### src/lpec_pkg.sv
// Shared types, constants and helper functions for the LED PWM effect controller.
package lpec_pkg;

  // Defaults for the top level parameters
  localparam int unsigned DefPeriod   = 400;
  localparam int unsigned DefChannels = 4;

  // Effect constants
  localparam int unsigned LevelFull = 255;
  localparam logic [15:0] GlowHigh  = 16'd395;
  localparam logic [15:0] GlowLow   = 16'd240;
  localparam int unsigned GlowDiv   = 5;

  localparam logic [15:0] BlinkIvlReset = 16'd500;

  // Width of the glow call phase, which runs from 0 to GlowDiv-1
  localparam int unsigned PhaseW = $clog2(GlowDiv);

  typedef enum logic [1:0] {
    OP_SET_LEVEL   = 2'd0,
    OP_TOGGLE      = 2'd1,
    OP_GLOW_STEP   = 2'd2,
    OP_BLINK_CHECK = 2'd3
  } op_e;

  typedef struct packed {
    op_e         operation;
    logic [1:0]  channel;
    logic [7:0]  level;
    logic [31:0] now_ms;
  } in_word_t;

  typedef struct packed {
    logic [1:0]  out_channel;
    logic [15:0] compare_value;
    logic        write_strobe;
  } out_word_t;

  // Per-channel effect state
  typedef struct packed {
    logic [15:0]       cmp;
    logic              glow_up;
    logic [7:0]        glow_cnt;
    logic [PhaseW-1:0] glow_phase;
    logic [31:0]       last_blink;
  } chan_state_t;

  // Inverted duty for every brightness byte, built at elaboration
  function automatic logic [255:0][15:0] level_table(int unsigned period);
    logic [255:0][15:0] t;
    for (int unsigned i = 0; i < 256; i++) begin
      t[i] = 16'(period - (period * i) / LevelFull);
    end
    return t;
  endfunction

endpackage

### src/lpec_in_if.sv
// Valid/ready channel carrying one command word into the controller.
interface lpec_in_if;
  logic               valid;
  logic               ready;
  lpec_pkg::in_word_t data;

  modport source (output valid, output data, input ready);
  modport sink   (input valid, input data, output ready);
endinterface

### src/lpec_out_if.sv
// Valid/ready channel carrying one result word out of the controller.
interface lpec_out_if;
  logic                valid;
  logic                ready;
  lpec_pkg::out_word_t data;

  modport source (output valid, output data, input ready);
  modport sink   (input valid, input data, output ready);
endinterface

### src/led_pwm_effect_controller_core.sv
// Top level of the LED PWM effect controller: handshake, channel state and registers.
//
//  Channel  Dir  Handshake         Word
//  -------  ---  ----------------  -------------------------------------------
//  in_i     in   valid / ready     operation, channel, level, now_ms
//  out_o    out  valid / ready     out_channel, compare_value, write_strobe
//  cfg      in   cfg_we_i only     blink_interval_ms (16 bits)
//
//  One word per cycle sustained while out_o is ready. A word waits in the
//  input register, the effect update runs between that register and the
//  result register, and the result register drives the result on out_o. The
//  channel state is read and written in the same cycle, so words for the
//  same channel may follow each other without bubbles. A stalled result
//  holds the input register; in_i stays ready while the result register
//  drains in the same cycle.
//  Reset puts every compare value at PERIOD, glow down, counts and blink
//  times at zero and the blink interval at 500 ms.
module led_pwm_effect_controller_core #(
  parameter int unsigned PERIOD   = lpec_pkg::DefPeriod,
  parameter int unsigned CHANNELS = lpec_pkg::DefChannels
) (
  input  logic        clk_i,
  input  logic        rst_ni,
  lpec_in_if.sink     in_i,
  lpec_out_if.source  out_o,
  input  logic        cfg_we_i,
  input  logic [15:0] cfg_wdata_i
);

  localparam logic [15:0] PeriodW = 16'(PERIOD);
  localparam logic [2:0]  ChanLim = 3'(CHANNELS);

  // handshake
  logic s1_vld_q, s1_vld_d;
  logic out_vld_q, out_vld_d;
  logic out_free, s1_adv, in_acc;

  // payload
  lpec_pkg::in_word_t  s1_q;
  lpec_pkg::out_word_t out_q, out_d;

  // configuration
  logic [15:0] blink_ivl_q;

  // channel state
  lpec_pkg::chan_state_t st_q [CHANNELS];
  lpec_pkg::chan_state_t rd_st, wr_st;
  lpec_pkg::out_word_t   res;
  logic                  ch_ok, upd;

  assign out_free = !out_vld_q || out_o.ready;
  assign s1_adv   = s1_vld_q && out_free;
  assign in_i.ready = !s1_vld_q || s1_adv;
  assign in_acc   = in_i.valid && in_i.ready;

  assign s1_vld_d  = in_acc || (s1_vld_q && !s1_adv);
  assign out_vld_d = s1_adv || (out_vld_q && !out_o.ready);

  always_ff @(posedge clk_i or negedge rst_ni) begin
    if (!rst_ni) begin
      s1_vld_q  <= 1'b0;
      out_vld_q <= 1'b0;
    end else begin
      s1_vld_q  <= s1_vld_d;
      out_vld_q <= out_vld_d;
    end
  end

  always_ff @(posedge clk_i) begin
    if (in_acc) begin
      s1_q <= in_i.data;
    end
    if (s1_adv) begin
      out_q <= out_d;
    end
  end

  always_ff @(posedge clk_i or negedge rst_ni) begin
    if (!rst_ni) begin
      blink_ivl_q <= lpec_pkg::BlinkIvlReset;
    end else if (cfg_we_i) begin
      blink_ivl_q <= cfg_wdata_i;
    end
  end

  // channels at or beyond CHANNELS are ignored and report zero
  assign ch_ok = {1'b0, s1_q.channel} < ChanLim;
  assign upd   = s1_adv && ch_ok;

  always_comb begin
    rd_st = '0;
    for (int unsigned i = 0; i < CHANNELS; i++) begin
      if (s1_q.channel == 2'(i)) begin
        rd_st = st_q[i];
      end
    end
  end

  lpec_op_unit #(
    .PERIOD (PERIOD)
  ) u_op (
    .cmd_i       (s1_q),
    .state_i     (rd_st),
    .blink_ivl_i (blink_ivl_q),
    .state_o     (wr_st),
    .result_o    (res)
  );

  always_ff @(posedge clk_i or negedge rst_ni) begin
    if (!rst_ni) begin
      for (int unsigned i = 0; i < CHANNELS; i++) begin
        st_q[i].cmp        <= PeriodW;
        st_q[i].glow_up    <= 1'b0;
        st_q[i].glow_cnt   <= '0;
        st_q[i].glow_phase <= '0;
        st_q[i].last_blink <= '0;
      end
    end else begin
      for (int unsigned i = 0; i < CHANNELS; i++) begin
        if (upd && s1_q.channel == 2'(i)) begin
          st_q[i] <= wr_st;
        end
      end
    end
  end

  always_comb begin
    if (ch_ok) begin
      out_d = res;
    end else begin
      out_d               = '0;
      out_d.out_channel   = s1_q.channel;
    end
  end

  assign out_o.valid = out_vld_q;
  assign out_o.data  = out_q;

  // strobe never fires for a value past the period
  a_strobe_range : assert property (@(posedge clk_i) disable iff (!rst_ni)
    out_vld_q && out_q.write_strobe |-> out_q.compare_value <= PeriodW)
    else $error("write strobe with compare value beyond PERIOD");

  // ignored channels report a zero word
  a_bad_chan : assert property (@(posedge clk_i) disable iff (!rst_ni)
    s1_adv && !ch_ok |=> out_vld_q && out_q.compare_value == '0 && !out_q.write_strobe)
    else $error("result for absent channel is not zero");

  // a word leaving the input register lands in the result register
  a_advance : assert property (@(posedge clk_i) disable iff (!rst_ni)
    s1_adv |=> out_vld_q)
    else $error("advanced word lost");

  // glow phase stays within the divider
  a_phase : assert property (@(posedge clk_i) disable iff (!rst_ni)
    upd |-> rd_st.glow_phase <= lpec_pkg::PhaseW'(lpec_pkg::GlowDiv - 1))
    else $error("glow phase out of range");

endmodule

### src/lpec_op_unit.sv
// Combinational effect update: one command word against one channel's state.
module lpec_op_unit #(
  parameter int unsigned PERIOD = lpec_pkg::DefPeriod
) (
  input  lpec_pkg::in_word_t    cmd_i,
  input  lpec_pkg::chan_state_t state_i,
  input  logic [15:0]           blink_ivl_i,
  output lpec_pkg::chan_state_t state_o,
  output lpec_pkg::out_word_t   result_o
);

  localparam logic [15:0] PeriodW   = 16'(PERIOD);
  localparam logic [15:0] ToggleLow = 16'((3 * PERIOD) / 4);
  localparam logic [255:0][15:0] LevelTable = lpec_pkg::level_table(PERIOD);
  localparam logic [lpec_pkg::PhaseW-1:0] PhaseLast =
    lpec_pkg::PhaseW'(lpec_pkg::GlowDiv - 1);

  logic [15:0] toggled;
  logic [31:0] elapsed;
  logic        dir_up;
  logic [15:0] nv;
  logic        wr;

  assign toggled = (state_i.cmp <= ToggleLow) ? PeriodW : ToggleLow;
  assign elapsed = cmd_i.now_ms - state_i.last_blink;

  // direction after the turn-round check at the ends of the glow range
  always_comb begin
    priority if (state_i.cmp >= lpec_pkg::GlowHigh) begin
      dir_up = 1'b0;
    end else if (state_i.cmp <= lpec_pkg::GlowLow) begin
      dir_up = 1'b1;
    end else begin
      dir_up = state_i.glow_up;
    end
  end

  always_comb begin
    state_o = state_i;
    nv      = state_i.cmp;
    wr      = 1'b0;
    unique case (cmd_i.operation)
      lpec_pkg::OP_SET_LEVEL: begin
        nv = LevelTable[cmd_i.level];
        wr = 1'b1;
      end
      lpec_pkg::OP_TOGGLE: begin
        nv = toggled;
        wr = 1'b1;
      end
      lpec_pkg::OP_GLOW_STEP: begin
        // step only on every fifth call; the 8-bit count wrap restarts the phase
        if (state_i.glow_phase == '0) begin
          state_o.glow_up = dir_up;
          nv = dir_up ? state_i.cmp + 16'd1 : state_i.cmp - 16'd1;
          wr = 1'b1;
        end
        state_o.glow_cnt = state_i.glow_cnt + 8'd1;
        if (state_i.glow_cnt == 8'hFF || state_i.glow_phase == PhaseLast) begin
          state_o.glow_phase = '0;
        end else begin
          state_o.glow_phase = state_i.glow_phase + 1'b1;
        end
      end
      lpec_pkg::OP_BLINK_CHECK: begin
        if (elapsed >= {16'd0, blink_ivl_i}) begin
          state_o.last_blink = cmd_i.now_ms;
          nv = toggled;
          wr = 1'b1;
        end
      end
      default: begin
        nv = state_i.cmp;
      end
    endcase
    state_o.cmp = nv;
  end

  assign result_o.out_channel   = cmd_i.channel;
  assign result_o.compare_value = nv;
  assign result_o.write_strobe  = wr && (nv <= PeriodW);

endmodule
### src/flat_wrapper.sv
// flat-port wrapper written by rule: the top's interface ports become plain ports
module led_pwm_effect_controller_core_flat 
#(
  parameter int unsigned PERIOD   = lpec_pkg::DefPeriod,
  parameter int unsigned CHANNELS = lpec_pkg::DefChannels
)
  (clk_i, rst_ni, cfg_we_i, cfg_wdata_i, in_i_valid, in_i_data, in_i_ready, out_o_valid, out_o_data, out_o_ready);
  lpec_in_if in_i_i ();
  lpec_out_if out_o_i ();
  input  logic clk_i;
  input  logic rst_ni;
  input  logic cfg_we_i;
  input  logic [15:0] cfg_wdata_i;
  input wire logic [$bits(in_i_i.valid)-1:0] in_i_valid;
  input wire logic [$bits(in_i_i.data)-1:0] in_i_data;
  output wire logic [$bits(in_i_i.ready)-1:0] in_i_ready;
  output wire logic [$bits(out_o_i.valid)-1:0] out_o_valid;
  output wire logic [$bits(out_o_i.data)-1:0] out_o_data;
  input wire logic [$bits(out_o_i.ready)-1:0] out_o_ready;
  assign in_i_i.valid = in_i_valid;
  assign in_i_i.data = in_i_data;
  assign in_i_ready = in_i_i.ready;
  assign out_o_valid = out_o_i.valid;
  assign out_o_data = out_o_i.data;
  assign out_o_i.ready = out_o_ready;
  led_pwm_effect_controller_core #(.PERIOD(PERIOD), .CHANNELS(CHANNELS)) u_core (.clk_i(clk_i), .rst_ni(rst_ni), .in_i(in_i_i), .out_o(out_o_i), .cfg_we_i(cfg_we_i), .cfg_wdata_i(cfg_wdata_i));
endmodule
### config.mk
export PLATFORM = sky130hd
export DESIGN_NAME = led_pwm_effect_controller_core_flat
export DESIGN_NICKNAME = d
export VERILOG_FILES = /design/src/lpec_pkg.sv /design/src/lpec_in_if.sv /design/src/lpec_out_if.sv /design/src/led_pwm_effect_controller_core.sv /design/src/lpec_op_unit.sv /design/src/flat_wrapper.sv
export SDC_FILE = /design/constraint.sdc
export NUM_CORES = 1
export LEC_CHECK = 0
export BUFFER_PORTS_ARGS = -buffer_cell sky130_fd_sc_hd__buf_2
export CAP_MARGIN = 10
export CORE_MARGIN = 2
export CORE_UTILIZATION = 48
export CTS_CLUSTER_DIAMETER = 200
export CTS_CLUSTER_SIZE = 24
export DETAILED_ROUTE_END_ITERATION = 16
export PLACE_DENSITY = 0.67
export SLEW_MARGIN = 20
export SYNTH_ARGS = -nofsm -noshare
export SYNTH_HDL_FRONTEND = slang
export SYNTH_HIERARCHICAL = 1
export SYNTH_SLANG_ARGS = --single-unit
### constraint.sdc
create_clock -name clk_i -period 5.4 [get_ports clk_i]
set_input_delay 0.27 -clock clk_i [delete_from_list [all_inputs] [get_ports clk_i]]
set_output_delay 0.27 -clock clk_i [all_outputs]
set_load 0.02 [all_outputs]
==> results.toml <==
[status]
status = "finished, violations left"
violations = "negative setup slack"

[placed_design]
port_buffers = 85
placed_cells = 2369
routabilityCongestion = 0.927
dp_hpwl_um = 32500
dp_slack_ns = -0.209

[setup_path]
worstSetupPathType = "flip-flop to flip-flop"
r2r-start = "u_core/s1_q[40]"
r2r_slack_ns = -0.22
r2r_cells = 22
cp-start-kind = "flip-flop"
crit_path_end_kind = "flip-flop"
crit_required_ns = 5.81
crit_arrival_ns = 6.03
worstReg2RegEnd = "u_core/st_q[91]"
crit_fanout = 6

[logic_synthesis]
synthCells = 1732
synth_xor_area_share_pct = 1.82
synthSimpleGateAreaFrac_pct = 9.05
ys_warn_count = 6
synth_flop_cell = "dfrtp_1"
synth.area.mux_share_pct = 24.8
synth_nets = 1871
async_flop_share_pct = 80.4
synth_area_um2 = 19700
synth_compound_area_share_pct = 12.4
yosys_register_bits = 321
ys_seq_area_share_pct = 42.4
ys_types = 89
synth_fa_ha_area_share_pct = 4.77
synth_edf_count = 63
synth.avg_cell_area_um2 = 11.4
synth_top_family_by_area = "multiplexers"

[finish]
final_cell_mix = "dfrtp_1 (240), mux2_2 (179), buf_4 (144)"
finalNonFillerCells = 2485
fin_nets = 2083
n_antenna_cell = 0
final_common_cell = "dfrtp_1"
num-fill-cells = 3286
synthToLayoutAreaGrowth_pct = 19.8
drive_gt1_share_pct = 37.5

[sta]
relSlewSlack_pct = 21.6
fin_skew_ns = 0.0295
finalMaxSlewViolations = 0
hold_viol_final = 0
finalCriticalPeriod_ns = 5.62
setup_slack_ns = -0.219
rsz0062_at_grt = "true"
worstMarginPinSlew_ns = 1.18
fin_crit_sh_pct = 104
setup_viol = 157
fmax_mhz = 178

[clock_tree]
cts_sinks = 321
cts_tree = "built"
clk_path_buf_depth = 3
insertion_delay_ns = 0.54
clk_pin_slew_worst_paths_ns = 0.10
h-tree-depth = 1
root_buffer = "clkbuf_16"
numCtsBuffers = 17

[floorplanning]
core.rowCount = 74
die_area_um2 = 42800
start_util_pct = 48.5
die_h_um = 207
io_pins = 86
core_area_um2 = 40700
die_w_um = 207

[min_path]
min_path_type = "primary input to flip-flop"
worst_hold_path.num_cells = 3
min-delay-start = "out_o_ready"
hold_end = "u_core/out_o.valid"

[global_routing]
first_global_vias = 15043
grt_pass1_wl_um = 79300
grt_usage_pct = 23.2
overflow = 0
antenna_found_initial = 0
grt_max_degree = 124

[flow_run]
max_cap_violations = 0

[power]
vdd_drop_max_mv = 0.404
p_per_area_nw_per_um2 = 568
p_leak_nw = 10.4

[drt]
wl_per_cell_um = 20.1
firstDrtPassIters = 5
via_per_inst = 5.93
ant_nets = 0
vias = 14733
initialDrtViolationCount = 1367
drcViolationCount = 0
drt-total-wl_um = 49900
==> critical path: stages, from the launching register on <==
cell and delay, ns:
edfxtp_1 0.48, buf_12 0.16, mux4_2 0.54, ha_4 0.19
fa_2 0.34, nand2b_4 0.16, a21oi_4 0.16, buf_4 0.13
o211ai_1 0.15, nand2_1 0.11, xor2_1 0.20, ha_2 0.31
nand4_1 0.16, nor3_1 0.08, or4_1 0.52, a21o_1 0.19
a2111oi_4 0.27, nand4bb_2 0.19, o21ai_4 0.17, buf_12 0.17
clkbuf_16 0.17, mux2_4 0.32, mux2_4 0.28
==> stage by stage <==
stage	setup TNS [ns]	utilization (%)	instance area, um2	power (W)	hold slack, ns
after floorplan	0	-	19800	0.00876	-0.0256
after global placement	-11.37	52.6	21400	0.0109	0.389
after detailed placement	-19.93	52.6	21400	0.0111	0.414
after CTS	-17.03	56.5	23000	0.0129	0.0712
after global routing	-61.55	58.0	23600	0.0145	0.0895
final	-24.25	58.0	23600	0.0134	0.0843
==> power by group <==
| part | leakage (nW) | switching (W) | internal, W |
|---|---|---|---|
| sequential | 3.85 | 0.000442 | 0.00340 |
| combinational | 6.28 | 0.00396 | 0.00424 |
| clock | 0.229 | 0.000809 | 0.000604 |
==> layer usage <==
layer / wire length, um / track usage, %
met1: 22600 / 32.4
met2: 23700 / 38.9
met4: 995 / 5.29
met5: 0 / 0
met3: 2600 / 2.79
==> area by class of cell <==
class                      instances  area, um2  area share, %
sequential                       321       8370           35.4
timing repair buffer             317       2560           10.8
multi-input combinational       1208      11300           47.7
inverter                          79        302           1.28
tap                              532        666           2.81
clock buffer                      27        463           1.96
clock inverter                     1       16.3         0.0688
==> cell usage after synthesis, types with 22 or more instances <==
library cell / n / area [um2]
buf_4: 22 / 165
edfxtp_1: 63 / 1890
nand3_1: 32 / 160
dfrtp_1: 240 / 6010
a21oi_1: 98 / 490
a211oi_1: 25 / 188
inv_1: 76 / 285
mux2_2: 270 / 3040
o211ai_1: 28 / 210
xnor2_1: 28 / 245
buf_2: 38 / 190
clkbuf_1: 48 / 180
o21ai_0: 70 / 350
nand2_1: 118 / 443
mux4_2: 69 / 1550
nor3_1: 32 / 160
nor2_1: 73 / 274
ha_1: 72 / 901
==> kinds of logic after synthesis <==
family / after synthesis
mux: 367
compound gates: 366
simple gates: 360
flops: 321
buf+inv: 203
fa+ha+maj: 74
xor+xnor: 41
==> flip-flops by register name, summed over array words and instances (netlist names) <==
name and flops:
u_core/out_o.valid 1, u_core/st_q 240, u_core/blink_ivl_q 16, u_core/s1_vld_q 1, u_core/out_o.data 19, u_core/s1_q 44
==> how the worst max path moves through the flow <==
stage / from / cells after the start / end / slack (ns)
after floorplan: u_core/s1_q[40] / 23 / u_core/st_q[126] / 0.01
after global placement: u_core/s1_q[40] / 17 / u_core/st_q[122] / -0.13
after detailed placement: u_core/s1_q[40] / 25 / u_core/st_q[106] / -0.21
after CTS: u_core/s1_q[40] / 22 / u_core/st_q[7] / -0.18
after global routing: u_core/s1_q[40] / 22 / u_core/st_q[83] / -0.42
final: u_core/s1_q[40] / 22 / u_core/st_q[91] / -0.22
==> timing repair <==
item | 4_1_cts | 5_1_grt
gates resized for setup | 76 | 135
pin swaps | 8 | 10
hold endpoints to repair | 173 | 0
endpoints found under the setup margin | 194 | 209
gates cloned | 3 | 2
setup buffers | 16 | 7
hold buffers | 62 | 0
Power figures use the tool's default switching activity.
